[config.mk]
export PLATFORM = sky130hd
export DESIGN_NAME = c_subset_lexer_top
export DESIGN_NICKNAME = d
export VERILOG_FILES = /design/src/rtl/core/clex_pkg.sv /design/src/rtl/core/c_subset_lexer_top.sv /design/src/rtl/core/clex_core.sv /design/src/rtl/core/clex_queue.sv
export VERILOG_INCLUDE_DIRS = /design/src /design/src/rtl/core
export SDC_FILE = /design/constraint.sdc
export NUM_CORES = 1
export LEC_CHECK = 0
export ABC_AREA = 1
export BUFFER_PORTS_ARGS = -buffer_cell sky130_fd_sc_hd__buf_4
export CAP_MARGIN = 20
export CORE_ASPECT_RATIO = 1.4
export CORE_MARGIN = 5
export CORE_UTILIZATION = 50
export DETAILED_ROUTE_END_ITERATION = 12
export HOLD_SLACK_MARGIN = 0.02
export PLACE_DENSITY = 0.73
export SLEW_MARGIN = 0
export SYNTH_ARGS = -nofsm -noshare
export SYNTH_HDL_FRONTEND = slang
export SYNTH_SLANG_ARGS = --single-unit
[constraint.sdc]
create_clock -name clk -period 4 [get_ports clk]
set_input_delay 0.4 -clock clk [delete_from_list [all_inputs] [get_ports clk]]
set_output_delay 0.4 -clock clk [all_outputs]
set_load 0.01 [all_outputs]
[src/rtl/core/assert_macros.svh]
// Assertion macros shared by the lexer modules.
`ifndef ASSERT_MACROS_SVH
`define ASSERT_MACROS_SVH

// Check a property on every clock edge outside reset.
`define CLEX_ASSERT(lbl, clk, rst_n, prop, msg) \
	lbl: assert property (@(posedge clk) disable iff (!rst_n) (prop)) else $error(msg);

// Check that a condition implies another one on the next clock edge.
`define CLEX_ASSERT_NEXT(lbl, clk, rst_n, ante, cons, msg) \
	lbl: assert property (@(posedge clk) disable iff (!rst_n) (ante) |=> (cons)) else $error(msg);

`endif

[src/rtl/core/clex_pkg.sv]
`default_nettype none
package clex_pkg;

	localparam int unsigned Q_DEPTH = 4;
	localparam int unsigned Q_AW    = 2;
	localparam int unsigned Q_CW    = 3;

	localparam logic [30:0] NUM_MAX = 31'h7FFF_FFFF;
	localparam logic [1:0]  KW_RETURN = 2'b01;
	localparam logic [1:0]  KW_IF     = 2'b10;
	localparam logic [1:0]  KW_BOTH   = 2'b11;

	typedef enum logic [2:0] {
		MODE_IDLE    = 3'd0,
		MODE_PENDING = 3'd1,
		MODE_IDENT   = 3'd2,
		MODE_NUMBER  = 3'd3,
		MODE_ERROR   = 3'd4
	} mode_t;

	typedef enum logic [1:0] {
		PEND_LT  = 2'd0,
		PEND_GT  = 2'd1,
		PEND_EQ  = 2'd2,
		PEND_NOT = 2'd3
	} pend_t;

	typedef enum logic [2:0] {
		KIND_OPER   = 3'd0,
		KIND_IDENT  = 3'd1,
		KIND_NUMBER = 3'd2,
		KIND_RETURN = 3'd3,
		KIND_EOT    = 3'd4,
		KIND_ERROR  = 3'd5
	} kind_t;

	typedef enum logic [3:0] {
		OP_MUL    = 4'd0,
		OP_DIV    = 4'd1,
		OP_ADD    = 4'd2,
		OP_SUB    = 4'd3,
		OP_LPAREN = 4'd4,
		OP_RPAREN = 4'd5,
		OP_LE     = 4'd6,
		OP_GE     = 4'd7,
		OP_LT     = 4'd8,
		OP_GT     = 4'd9,
		OP_EQ     = 4'd10,
		OP_NE     = 4'd11,
		OP_ASSIGN = 4'd12,
		OP_SEMI   = 4'd13,
		OP_IF     = 4'd14
	} op_t;

	typedef struct packed {
		kind_t       kind;
		op_t         op;
		logic [15:0] start;
		logic [15:0] len;
		logic [30:0] val;
		logic        ovf;
		logic        last;
	} token_t;

	typedef struct packed {
		mode_t       mode;
		pend_t       pend;
		logic [15:0] pos;
		logic [15:0] tstart;
		logic [15:0] rlen;
		logic [30:0] acc;
		logic        sat;
		logic [1:0]  kwf;
	} state_t;

	function automatic state_t st_reset();
		state_t s;
		s        = '0;
		s.mode   = MODE_IDLE;
		s.pend   = PEND_LT;
		s.kwf    = KW_BOTH;
		return s;
	endfunction

	function automatic token_t make_tok(input kind_t kind, input op_t op,
			input logic [15:0] start, input logic [15:0] len,
			input logic [30:0] val, input logic ovf);
		token_t t;
		t.kind  = kind;
		t.op    = op;
		t.start = start;
		t.len   = len;
		t.val   = val;
		t.ovf   = ovf;
		t.last  = 1'b0;
		return t;
	endfunction

endpackage
`default_nettype wire

[src/rtl/core/c_subset_lexer_top.sv]
// A byte accepted into the input register is lexed and queued once the token queue has room
// for two tokens, and its first token is then offered at the head of the queue.
// Throughput: one byte per cycle while the output is ready and each byte yields at most
// one token; a byte that yields two tokens takes two pops from the single-read token queue.
// Reset: arst_n clears the lexer to idle at offset zero and empties the token queue.
`default_nettype none
module c_subset_lexer_top (
	input  wire logic        clk,
	input  wire logic        arst_n,
	input  wire logic        s_tvalid,
	output logic             s_tready,
	input  wire logic [7:0]  s_tdata,  // text_byte[7:0]
	input  wire logic [0:0]  s_tuser,  // end_of_text[0]
	output logic             m_tvalid,
	input  wire logic        m_tready,
	// operator_code[3:0], start_offset[19:4], token_length[35:20], number_value[66:36],
	// value_overflow[67], zero[71:68]
	output logic [71:0]      m_tdata,
	output logic [2:0]       m_tuser,  // token_kind[2:0]
	output logic             m_tlast
);

	logic             valid_s1;
	logic [7:0]       byte_s1;
	logic             eot_s1;
	logic             advance;
	logic             room2;
	clex_pkg::token_t tok0;
	clex_pkg::token_t tok1;
	logic [1:0]       tok_n;
	logic [1:0]       push_n;
	clex_pkg::token_t head;

	assign advance  = valid_s1 & room2;
	assign s_tready = ~valid_s1 | advance;
	assign push_n   = advance ? tok_n : 2'd0;

	always_ff @(posedge clk or negedge arst_n) begin
		if (!arst_n) begin
			valid_s1 <= 1'b0;
		end else if (s_tready) begin
			valid_s1 <= s_tvalid;
		end
	end

	always_ff @(posedge clk) begin
		if (s_tready && s_tvalid) begin
			byte_s1 <= s_tdata;
			eot_s1  <= s_tuser[0];
		end
	end

	clex_core u_core (
		.clk       (clk),
		.arst_n    (arst_n),
		.en        (advance),
		.text_byte (byte_s1),
		.eot       (eot_s1),
		.tok0      (tok0),
		.tok1      (tok1),
		.tok_n     (tok_n)
	);

	clex_queue u_queue (
		.clk       (clk),
		.arst_n    (arst_n),
		.push_n    (push_n),
		.push0     (tok0),
		.push1     (tok1),
		.pop       (m_tready),
		.head      (head),
		.not_empty (m_tvalid),
		.room2     (room2)
	);

	assign m_tdata = {4'd0, head.ovf, head.val, head.len, head.start, head.op};
	assign m_tuser = head.kind;
	assign m_tlast = head.last;

endmodule
`default_nettype wire

[src/rtl/core/clex_core.sv]
`default_nettype none
`include "assert_macros.svh"
module clex_core (
	input  wire logic              clk,
	input  wire logic              arst_n,
	input  wire logic              en,
	input  wire logic [7:0]        text_byte,
	input  wire logic              eot,
	output clex_pkg::token_t       tok0,
	output clex_pkg::token_t       tok1,
	output logic [1:0]             tok_n
);

	typedef struct packed {
		clex_pkg::state_t st;
		logic             emit;
		clex_pkg::token_t tok;
	} idle_t;

	function automatic logic is_letter(input logic [7:0] b);
		return (b >= "a" && b <= "z") || (b >= "A" && b <= "Z");
	endfunction

	function automatic logic is_digit(input logic [7:0] b);
		return b >= "0" && b <= "9";
	endfunction

	function automatic logic [7:0] kw_return_char(input logic [2:0] i);
		logic [7:0] c;
		unique case (i)
			3'd0:    c = "r";
			3'd1:    c = "e";
			3'd2:    c = "t";
			3'd3:    c = "u";
			3'd4:    c = "r";
			3'd5:    c = "n";
			default: c = 8'h00;
		endcase
		return c;
	endfunction

	function automatic logic [7:0] kw_if_char(input logic i);
		return i ? 8'("f") : 8'("i");
	endfunction

	function automatic clex_pkg::op_t single_op(input clex_pkg::pend_t p);
		clex_pkg::op_t o;
		unique case (p)
			clex_pkg::PEND_LT: o = clex_pkg::OP_LT;
			clex_pkg::PEND_GT: o = clex_pkg::OP_GT;
			clex_pkg::PEND_EQ: o = clex_pkg::OP_EQ;
			default:           o = clex_pkg::OP_NE;
		endcase
		return o;
	endfunction

	function automatic clex_pkg::op_t pair_op(input clex_pkg::pend_t p);
		clex_pkg::op_t o;
		unique case (p)
			clex_pkg::PEND_LT: o = clex_pkg::OP_LE;
			clex_pkg::PEND_GT: o = clex_pkg::OP_GE;
			clex_pkg::PEND_EQ: o = clex_pkg::OP_EQ;
			default:           o = clex_pkg::OP_NE;
		endcase
		return o;
	endfunction

	function automatic idle_t idle_byte(input logic [7:0] b, input logic [15:0] pos,
			input clex_pkg::state_t s);
		idle_t r;
		r.st      = s;
		r.st.mode = clex_pkg::MODE_IDLE;
		r.emit    = 1'b0;
		r.tok     = '0;
		priority if ((b >= 8'd9 && b <= 8'd13) || b == " ") begin
			r.emit = 1'b0;
		end else if (b == "*" || b == "/" || b == "+" || b == "-" || b == "(" ||
				b == ")" || b == ";") begin
			clex_pkg::op_t o;
			unique case (b)
				"*":     o = clex_pkg::OP_MUL;
				"/":     o = clex_pkg::OP_DIV;
				"+":     o = clex_pkg::OP_ADD;
				"-":     o = clex_pkg::OP_SUB;
				"(":     o = clex_pkg::OP_LPAREN;
				")":     o = clex_pkg::OP_RPAREN;
				default: o = clex_pkg::OP_SEMI;
			endcase
			r.emit = 1'b1;
			r.tok  = clex_pkg::make_tok(clex_pkg::KIND_OPER, o, pos, '0, '0, 1'b0);
		end else if (b == "<" || b == ">" || b == "=" || b == "!") begin
			r.st.mode   = clex_pkg::MODE_PENDING;
			r.st.pend   = (b == "<") ? clex_pkg::PEND_LT :
			              (b == ">") ? clex_pkg::PEND_GT :
			              (b == "=") ? clex_pkg::PEND_EQ : clex_pkg::PEND_NOT;
			r.st.tstart = pos;
		end else if (is_letter(b)) begin
			r.st.mode   = clex_pkg::MODE_IDENT;
			r.st.tstart = pos;
			r.st.rlen   = 16'd1;
			r.st.kwf    = ((b == "r") ? clex_pkg::KW_RETURN : 2'b00) |
			              ((b == "i") ? clex_pkg::KW_IF : 2'b00);
		end else if (is_digit(b)) begin
			r.st.mode   = clex_pkg::MODE_NUMBER;
			r.st.tstart = pos;
			r.st.acc    = {27'd0, b[3:0]};
			r.st.sat    = 1'b0;
		end else begin
			r.st.mode = clex_pkg::MODE_ERROR;
			r.emit    = 1'b1;
			r.tok     = clex_pkg::make_tok(clex_pkg::KIND_ERROR, clex_pkg::OP_MUL,
			                               pos, '0, '0, 1'b0);
		end
		return r;
	endfunction

	clex_pkg::state_t st_q;
	clex_pkg::state_t st_d;
	idle_t            id;
	logic             fa;
	logic             fb;
	clex_pkg::token_t ta;
	clex_pkg::token_t tb;
	logic             use_idle;
	logic [34:0]      acc_next;

	assign id       = idle_byte(text_byte, st_q.pos, st_q);
	assign acc_next = ({4'd0, st_q.acc} << 3) + ({4'd0, st_q.acc} << 1) +
	                  {31'd0, text_byte[3:0]};

	always_comb begin
		st_d     = st_q;
		fa       = 1'b0;
		ta       = '0;
		use_idle = 1'b0;
		if (eot) begin
			unique case (st_q.mode)
				clex_pkg::MODE_PENDING: begin
					fa = 1'b1;
					if (st_q.pend == clex_pkg::PEND_NOT) begin
						ta = clex_pkg::make_tok(clex_pkg::KIND_ERROR, clex_pkg::OP_MUL,
						                        st_q.tstart, '0, '0, 1'b0);
					end else begin
						ta = clex_pkg::make_tok(clex_pkg::KIND_OPER, single_op(st_q.pend),
						                        st_q.tstart, '0, '0, 1'b0);
					end
				end
				clex_pkg::MODE_IDENT: begin
					fa = 1'b1;
					ta = clex_pkg::make_tok(clex_pkg::KIND_IDENT, clex_pkg::OP_MUL,
					                        st_q.tstart, st_q.rlen, '0, 1'b0);
				end
				clex_pkg::MODE_NUMBER: begin
					fa = 1'b1;
					ta = clex_pkg::make_tok(clex_pkg::KIND_NUMBER, clex_pkg::OP_MUL,
					                        st_q.tstart, '0, st_q.acc, st_q.sat);
				end
				default: fa = 1'b0;
			endcase
			st_d = clex_pkg::st_reset();
		end else begin
			unique case (st_q.mode)
				clex_pkg::MODE_PENDING: begin
					fa = 1'b1;
					if (text_byte == "=") begin
						ta        = clex_pkg::make_tok(clex_pkg::KIND_OPER,
						                pair_op(st_q.pend), st_q.tstart, '0, '0, 1'b0);
						st_d.mode = clex_pkg::MODE_IDLE;
					end else if (st_q.pend == clex_pkg::PEND_NOT) begin
						ta        = clex_pkg::make_tok(clex_pkg::KIND_ERROR,
						                clex_pkg::OP_MUL, st_q.tstart, '0, '0, 1'b0);
						st_d.mode = clex_pkg::MODE_ERROR;
					end else begin
						ta       = clex_pkg::make_tok(clex_pkg::KIND_OPER,
						               single_op(st_q.pend), st_q.tstart, '0, '0, 1'b0);
						use_idle = 1'b1;
					end
				end
				clex_pkg::MODE_IDENT: begin
					priority if ((st_q.kwf & clex_pkg::KW_RETURN) != 2'b00 &&
							st_q.rlen < 16'd6 &&
							text_byte == kw_return_char(st_q.rlen[2:0])) begin
						st_d.rlen = st_q.rlen + 16'd1;
						if (st_q.rlen == 16'd5) begin
							fa        = 1'b1;
							ta        = clex_pkg::make_tok(clex_pkg::KIND_RETURN,
							                clex_pkg::OP_MUL, st_q.tstart, '0, '0, 1'b0);
							st_d.mode = clex_pkg::MODE_IDLE;
						end
					end else if ((st_q.kwf & clex_pkg::KW_IF) != 2'b00 &&
							st_q.rlen < 16'd2 &&
							text_byte == kw_if_char(st_q.rlen[0])) begin
						st_d.rlen = st_q.rlen + 16'd1;
						if (st_q.rlen == 16'd1) begin
							fa        = 1'b1;
							ta        = clex_pkg::make_tok(clex_pkg::KIND_OPER,
							                clex_pkg::OP_IF, st_q.tstart, '0, '0, 1'b0);
							st_d.mode = clex_pkg::MODE_IDLE;
						end
					end else if (is_letter(text_byte) || is_digit(text_byte)) begin
						st_d.kwf = 2'b00;
						if (st_q.rlen != 16'hFFFF) begin
							st_d.rlen = st_q.rlen + 16'd1;
						end
					end else begin
						fa       = 1'b1;
						ta       = clex_pkg::make_tok(clex_pkg::KIND_IDENT,
						               clex_pkg::OP_MUL, st_q.tstart, st_q.rlen, '0, 1'b0);
						use_idle = 1'b1;
					end
				end
				clex_pkg::MODE_NUMBER: begin
					if (is_digit(text_byte)) begin
						if (acc_next > {4'd0, clex_pkg::NUM_MAX}) begin
							st_d.acc = clex_pkg::NUM_MAX;
							st_d.sat = 1'b1;
						end else begin
							st_d.acc = acc_next[30:0];
						end
					end else begin
						fa       = 1'b1;
						ta       = clex_pkg::make_tok(clex_pkg::KIND_NUMBER,
						               clex_pkg::OP_MUL, st_q.tstart, '0, st_q.acc, st_q.sat);
						use_idle = 1'b1;
					end
				end
				clex_pkg::MODE_ERROR: begin
					fa = 1'b0;
				end
				default: begin
					use_idle = 1'b1;
				end
			endcase
			if (use_idle) begin
				st_d = id.st;
			end
			if (st_d.mode != clex_pkg::MODE_IDENT) begin
				st_d.kwf = clex_pkg::KW_BOTH;
			end
			st_d.pos = st_q.pos + 16'd1;
		end
	end

	always_comb begin
		if (eot) begin
			fb = 1'b1;
			tb = clex_pkg::make_tok(clex_pkg::KIND_EOT, clex_pkg::OP_MUL, st_q.pos,
			                        '0, '0, 1'b0);
		end else begin
			fb = use_idle & id.emit;
			tb = id.tok;
		end
	end

	always_comb begin
		tok0  = fa ? ta : tb;
		tok1  = tb;
		tok_n = {1'b0, fa} + {1'b0, fb};
		tok0.last = (tok_n == 2'd1);
		tok1.last = 1'b1;
	end

	always_ff @(posedge clk or negedge arst_n) begin
		if (!arst_n) begin
			st_q <= clex_pkg::st_reset();
		end else if (en) begin
			st_q <= st_d;
		end
	end

	`CLEX_ASSERT(a_kwf_outside_ident, clk, arst_n, (st_q.mode != clex_pkg::MODE_IDENT) |-> (st_q.kwf == clex_pkg::KW_BOTH), "keyword flags not restored outside identifier")
	`CLEX_ASSERT_NEXT(a_eot_rewind, clk, arst_n, en && eot, st_q.pos == 16'd0 && st_q.mode == clex_pkg::MODE_IDLE, "end of text did not rewind the lexer")

endmodule
`default_nettype wire

[src/rtl/core/clex_queue.sv]
`default_nettype none
`include "assert_macros.svh"
module clex_queue (
	input  wire logic                      clk,
	input  wire logic                      arst_n,
	input  wire logic [1:0]                push_n,
	input  wire clex_pkg::token_t          push0,
	input  wire clex_pkg::token_t          push1,
	input  wire logic                      pop,
	output clex_pkg::token_t               head,
	output logic                           not_empty,
	output logic                           room2
);

	clex_pkg::token_t                   mem [clex_pkg::Q_DEPTH];
	logic [clex_pkg::Q_AW-1:0]          wp_q;
	logic [clex_pkg::Q_AW-1:0]          rp_q;
	logic [clex_pkg::Q_CW-1:0]          cnt_q;
	logic                               do_pop;

	assign not_empty = (cnt_q != '0);
	assign room2     = (cnt_q <= clex_pkg::Q_CW'(clex_pkg::Q_DEPTH - 2));
	assign head      = mem[rp_q];
	assign do_pop    = pop & not_empty;

	always_ff @(posedge clk) begin
		if (push_n != 2'd0) begin
			mem[wp_q] <= push0;
		end
		if (push_n == 2'd2) begin
			mem[wp_q + clex_pkg::Q_AW'(1)] <= push1;
		end
	end

	always_ff @(posedge clk or negedge arst_n) begin
		if (!arst_n) begin
			wp_q  <= '0;
			rp_q  <= '0;
			cnt_q <= '0;
		end else begin
			wp_q  <= wp_q + clex_pkg::Q_AW'(push_n);
			rp_q  <= rp_q + clex_pkg::Q_AW'(do_pop);
			cnt_q <= cnt_q + clex_pkg::Q_CW'(push_n) - clex_pkg::Q_CW'(do_pop);
		end
	end

	`CLEX_ASSERT(a_cnt_bound, clk, arst_n, cnt_q <= clex_pkg::Q_CW'(clex_pkg::Q_DEPTH), "token queue overfilled")
	`CLEX_ASSERT_NEXT(a_push_two, clk, arst_n, push_n == 2'd2 && !do_pop, cnt_q == $past(cnt_q) + clex_pkg::Q_CW'(2), "double push lost a token")

endmodule
`default_nettype wire

### After elaboration in Yosys (flattened, before gate mapping)

Memory sizes are Yosys's and may differ from the RTL's.
Cells that the tools add are included.

* order comparisons: 12
* add/sub/neg operators: 10
* muxes and demuxes: 92
* eq/ne operators: 47
* reduce and logical (&&, ||, !) cells: 45
* bitwise gates (word level): 6

Operator list (number)
* $mux W72: 8
* $pmux W72 S3: 2
* $mux W87: 3
* $mux W73: 3
* $mux W16: 9
* $mux W71: 2
* $mux W66: 2
* $mux W32: 4
* $mux W123: 1
* $eq A8 B6 Y1 const B: 12
* $mux W70: 1
* $mux W69: 1
* $add A34 B32 Y35: 1
* $add A35 B4 Y35: 1
* $gt A35 B31 Y1 const B: 1
* $pmux W7 S5: 1
* $add A16 B1 Y16 const B: 2
* $mux W31: 1
* $mux W3: 9
* $pmux W4 S6: 1
* $mux W1: 23
* $mux W2: 11
* $ne A4 B4 Y1 const B: 5
* $reduce_and A9 Y1: 2
* other kinds (53): 106

* memory bits (writable): 288
* memories kept: 1
* register bits: 104
* logic and storage cells: 227
* input port bits: 13

Memory list
* u_queue.mem: depth 4, width 72, read ports 1, clocked after Yosys merged registers in 0, write ports 2, RTL line clex_queue.sv:15 `clex_pkg::token_t mem [clex_pkg::Q_DEPTH];`

### Logic depth before layout (Yosys ltp)

* depth after elaboration: 18
* gate-level depth with buffers: 28
* depth with buffers taken out: 24

### By module

A second synthesis with hierarchy kept.

* cells, all modules: 2859
* area, all modules: 23455.0 um^2

Modules (own cells, without submodules)
* clex_queue: area each 14391.3 um^2, cells an instance 1536, times used 1
* clex_core: area each 8689.6 um^2, cells an instance 1297, times used 1
* c_subset_lexer_top: area each 374.1 um^2, cells an instance 26, times used 1

### Worst setup path before layout

Ideal clock, no wire load.

* path kind: register to register
* from: register u_core.st_q[35] in the netlist's numbering
* to: memory u_queue.mem[3][45] in the netlist's numbering
* library setup time: 0.075 ns
* slack: -0.216 ns
* stages on the path, launching flop included: 25
* period minus slack after synthesis: 4.216 ns
* path buffers: 3
* arrival: 4.141 ns
* path through: dfrtp_1 -> inv_1 -> ha_1 -> nand2_2 -> nand2_1 -> nand2_1 -> nand2_1 -> nand3_1 -> nor2_1 -> nand3_2 -> nand4_4 -> nand4_1 -> nand2_1 -> inv_2 -> buf_2 -> ha_1 -> o21ai_1 -> nor2_1 -> inv_1 -> nand2_1 -> inv_1 -> clkbuf_1 -> clkbuf_1 -> nand2_1 -> o21ai_0

RTL lines
* start, declared: RTL line clex_core.sv:117 `clex_pkg::state_t st_q;`
* start signal, assigned: RTL line clex_core.sv:265 `st_q <= clex_pkg::st_reset();`
* start signal, assigned: RTL line clex_core.sv:267 `st_q <= st_d;`
* end, declared: RTL line clex_queue.sv:15

==> flow_summary.ini <==
[outcome]
result_of_the_run = finished, final reports clean

[pwr]
switchingPower_uw = 6240
worst_ir_drop_vdd_mv = 0.510
p_clk_share_pct = 24.4
power_per_cell_area_nw_per_um2 = 633
pnr_total_power_uw = 14900
power_leakage_uw = 0.00989
power_switching_share_pct = 41.9
pwr-share-comb_pct = 42.8
p_seq_share_pct = 32.8
p_int_uw = 8650

[timing]
slew-limit-headroom_pct = 43.3
finalSetupTns_ns = 0
grt_setup_unrepaired = no
final.setup_skew_ns = 0.0290
layout_worst_path_cycle_share_pct = 93.0
worst_slew_pin_slew_ns = 0.850
fmax_ghz = 0.269
timing.final.max_slew_violations = 0
fin_ws_ns = 0.281
timing.final.hold_violations = 0
setup_violations = 0
period_needed_ns = 3.72

[yosys]
postSynthAreaPerCell_sq_um = 7.65
synthArstFlopShare_pct = 24.2
synth_top_family_by_area = simple AND/OR/NAND/NOR gates
netlist_instances = 2715
synth-edff-count = 97
yosys.area_share.xor_xnor_pct = 1.77
synthesis_warnings = 0
synth_fa_ha_area_share_pct = 4.68
synth.lib_cells_used.distinct = 58
ys_ff_latch = 392
synth_top_flop_cell = dfxtp_1
synth-simple-area-share_pct = 25.0
synth-compound-area-share_pct = 17.5
synth-seq-area-share_pct = 44.7
synth_mux_area_share_pct = 0
post_synth_instance_area_sq_um = 20800

[drt]
routedWlPerCell_um = 19.0
drt-total-wl_um = 63300
drtPass1Iterations = 5
viasPerCell = 5.82
vias = 19400
detail_route.iter0.violations = 1842
drc = 0
route.antenna.remaining_nets = 0

[floorplan]
die-height_um = 251
initial_core_util_pct = 50.5
io_pins = 91
core.rowCount = 88
dieArea_sq_um = 45800
core_region_area_sq_um = 41200
fp.dieW_um = 182

[clock_network]
cts.path.max_buffers = 3
cts-htree-levels = 2
cts_sinks = 392
worst_skew_pair.late_latency_ns = 0.57
path_clk_slew_ns = 0.06
cts_inserted_buffers = 40
clk_root_buffer_cell = clkbuf_16
tritoncts_clock_tree = yes

[placed_design]
place_congestion = 0.931
portBuffers = 86
place_inst = 3250
place_hpwl_um = 43000
worst_slack_placed_ns = 0.174

[global_routing]
grt.overflow.total = 0
grt_max_degree = 66
antenna_found_initial = 0
grt_pass1_vias = 19200
groute.usage.overall_pct = 26.9
global_route_wire_length_before_repair_um = 100000

[critical_path]
worst_ep_required_time_ns = 4.46
ff2ff_setup_slack_ns = 0.28
timing.setup.critical_path_class = flop to flop
worst-path-max-fanout = 49
setup.worst_path.end_class = flop
timing.critical_path.mode_cell = inv_1
critical_path.cell_chain = inv_2 -> ha_1 -> nand2_2 -> nand2_1 -> inv_1 -> nand3_1 -> nand2_1 -> nand2_2 -> nand3_2 -> nand4_4 -> nand3_4 -> inv_2 -> or2_2 -> inv_1 -> ha_1 -> nand2_1 -> nor2_1 -> inv_1 -> nor2_1 -> inv_1 -> nand2_4 -> clkinv_1 -> buf_12 -> a22o_1
timing.critical_path.from_type = flop
cpMaxStageDelayCell = dfrtp_1
cp_slowest_stage_delay_ns = 0.48
r2r_end = u_queue.mem[2][70]
critical_path.reg2reg.startpoint = u_core.st_q[35]
ff2ff_path_depth = 24
cp.arrival_ns = 4.18

[layout]
mostFrequentLayoutCells = nand2_1, o21ai_0, nor2_1
fraction_of_final_layout_cells_sized_beyond_drive_strength_1_pct = 11.1
final_net_count = 2855
most_frequent_standard_cell_in_the_layout_excluding_fill_and_tap_cells = nand2_1
area_growth_pct = 13.2
finish.cell_count_without_fillers = 3335
antenna_cells = 0

[min_path]
worst_hold_startpoint = s_tvalid
hold_path.class = primary input to flop
min_delay_worst_endpoint = valid_s1
hold_path_depth = 3

[job]
cap_violations = 0
[synthesized netlist by cell type, drive strengths merged (18+ instances only)]
library cell  instances  area share [%]
edfxtp               97              14
nor3                 34            0.95
dfrtp                93              11
xnor2                20            0.84
inv                 162             2.9
nor2                279             5.3
o21ai               474              12
nand3               238             5.9
nand2               625              12
o31ai                19            0.69
nand4                18            0.61
xor2                 22            0.93
a21oi                61             1.6
dfxtp               200              19
ha                   73             4.4
buf                  37             1.1
o22ai                82             2.5
clkbuf              125             2.3
[worst max-delay path by stage]
stage,end,start,slack [ns],cells after the start
floorplan,u_queue.mem[3][45],u_core.st_q[35],0.10,24
global placement,u_queue.mem[3][70],u_core.st_q[35],0.25,22
detailed placement,u_queue.mem[3][19],u_core.st_q[35],0.17,22
CTS,u_queue.mem[3][40],u_core.st_q[35],0.18,22
global route,u_queue.mem[2][70],u_core.st_q[35],0.02,22
finish,u_queue.mem[2][70],u_core.st_q[35],0.28,24
[metrics by stage]
stage          utilization (%)  hold slack (ns)  area (sq um)
3_3_place_gp              53.7            0.433         22100
2_1_floorplan                -            0.104         20800
3_5_place_dp              53.7            0.440         22100
5_1_grt                   57.1           0.0631         23500
6_report                  57.1           0.0519         23500
4_1_cts                   57.0           0.0366         23500
[power by group through the flow]
stage / registers [uW] / logic (uW) / clock network, uW
floorplan: 4740 / 3910 / 0
global placement: 4930 / 6180 / 0
detailed placement: 4950 / 6280 / 0
CTS: 4870 / 6310 / 3680
global route: 4920 / 6940 / 3830
finish: 4880 / 6380 / 3630
[flip-flops by register name, summed over array words and instances (netlist names)]
name / flops
u_queue.wp_q: 2
eot_s1: 1
u_queue.rp_q: 2
u_queue.cnt_q: 3
byte_s1: 8
valid_s1: 1
u_core.st_q: 71
u_queue.mem: 288
u_core.id: 16
[cell type report]
type	count	area, sq um
Fill cell	3818	17700
Inverter	166	628
Tap cell	540	676
Timing Repair Buffer	168	1460
Sequential cell	392	9300
Clock buffer	55	1100
Multi-Input combinational cell	1998	10200
Clock inverter	16	159
[routing by layer]
metal	vias up	GRT usage (%)	part of all wire, %	wire (um)
met2	792	47.4	50	31800
met3	210	3.04	5.6	3550
met1	9086	30.9	38	23700
li1	9308	-	-	-
met4	0	17.3	6.6	4190
met5	-	0	0	0
[critical path, delay by kind of cell, from the launching register on]
kind / cells / cell delay, ns
DFF: 1 / 0.48
buffers and inverters: 8 / 0.82
AOI/OAI and AO/OA: 1 / 0.25
adders and majority gates: 2 / 0.42
and+or+nand+nor: 13 / 1.64
[cells by family after synthesis]
kind of cell,Yosys count
flops,392
simple gates,1209
compound gates,667
xor+xnor,42
buf+inv,328
other cells,1
fa+ha+maj,76
[what timing repair did]
action,CTS,global route
hold buffers,10,0
buffers inserted,0,3
resized for setup,0,5
endpoints found under the hold margin,55,0
endpoints found under the setup margin,0,127
Power figures use the tool's default switching activity.
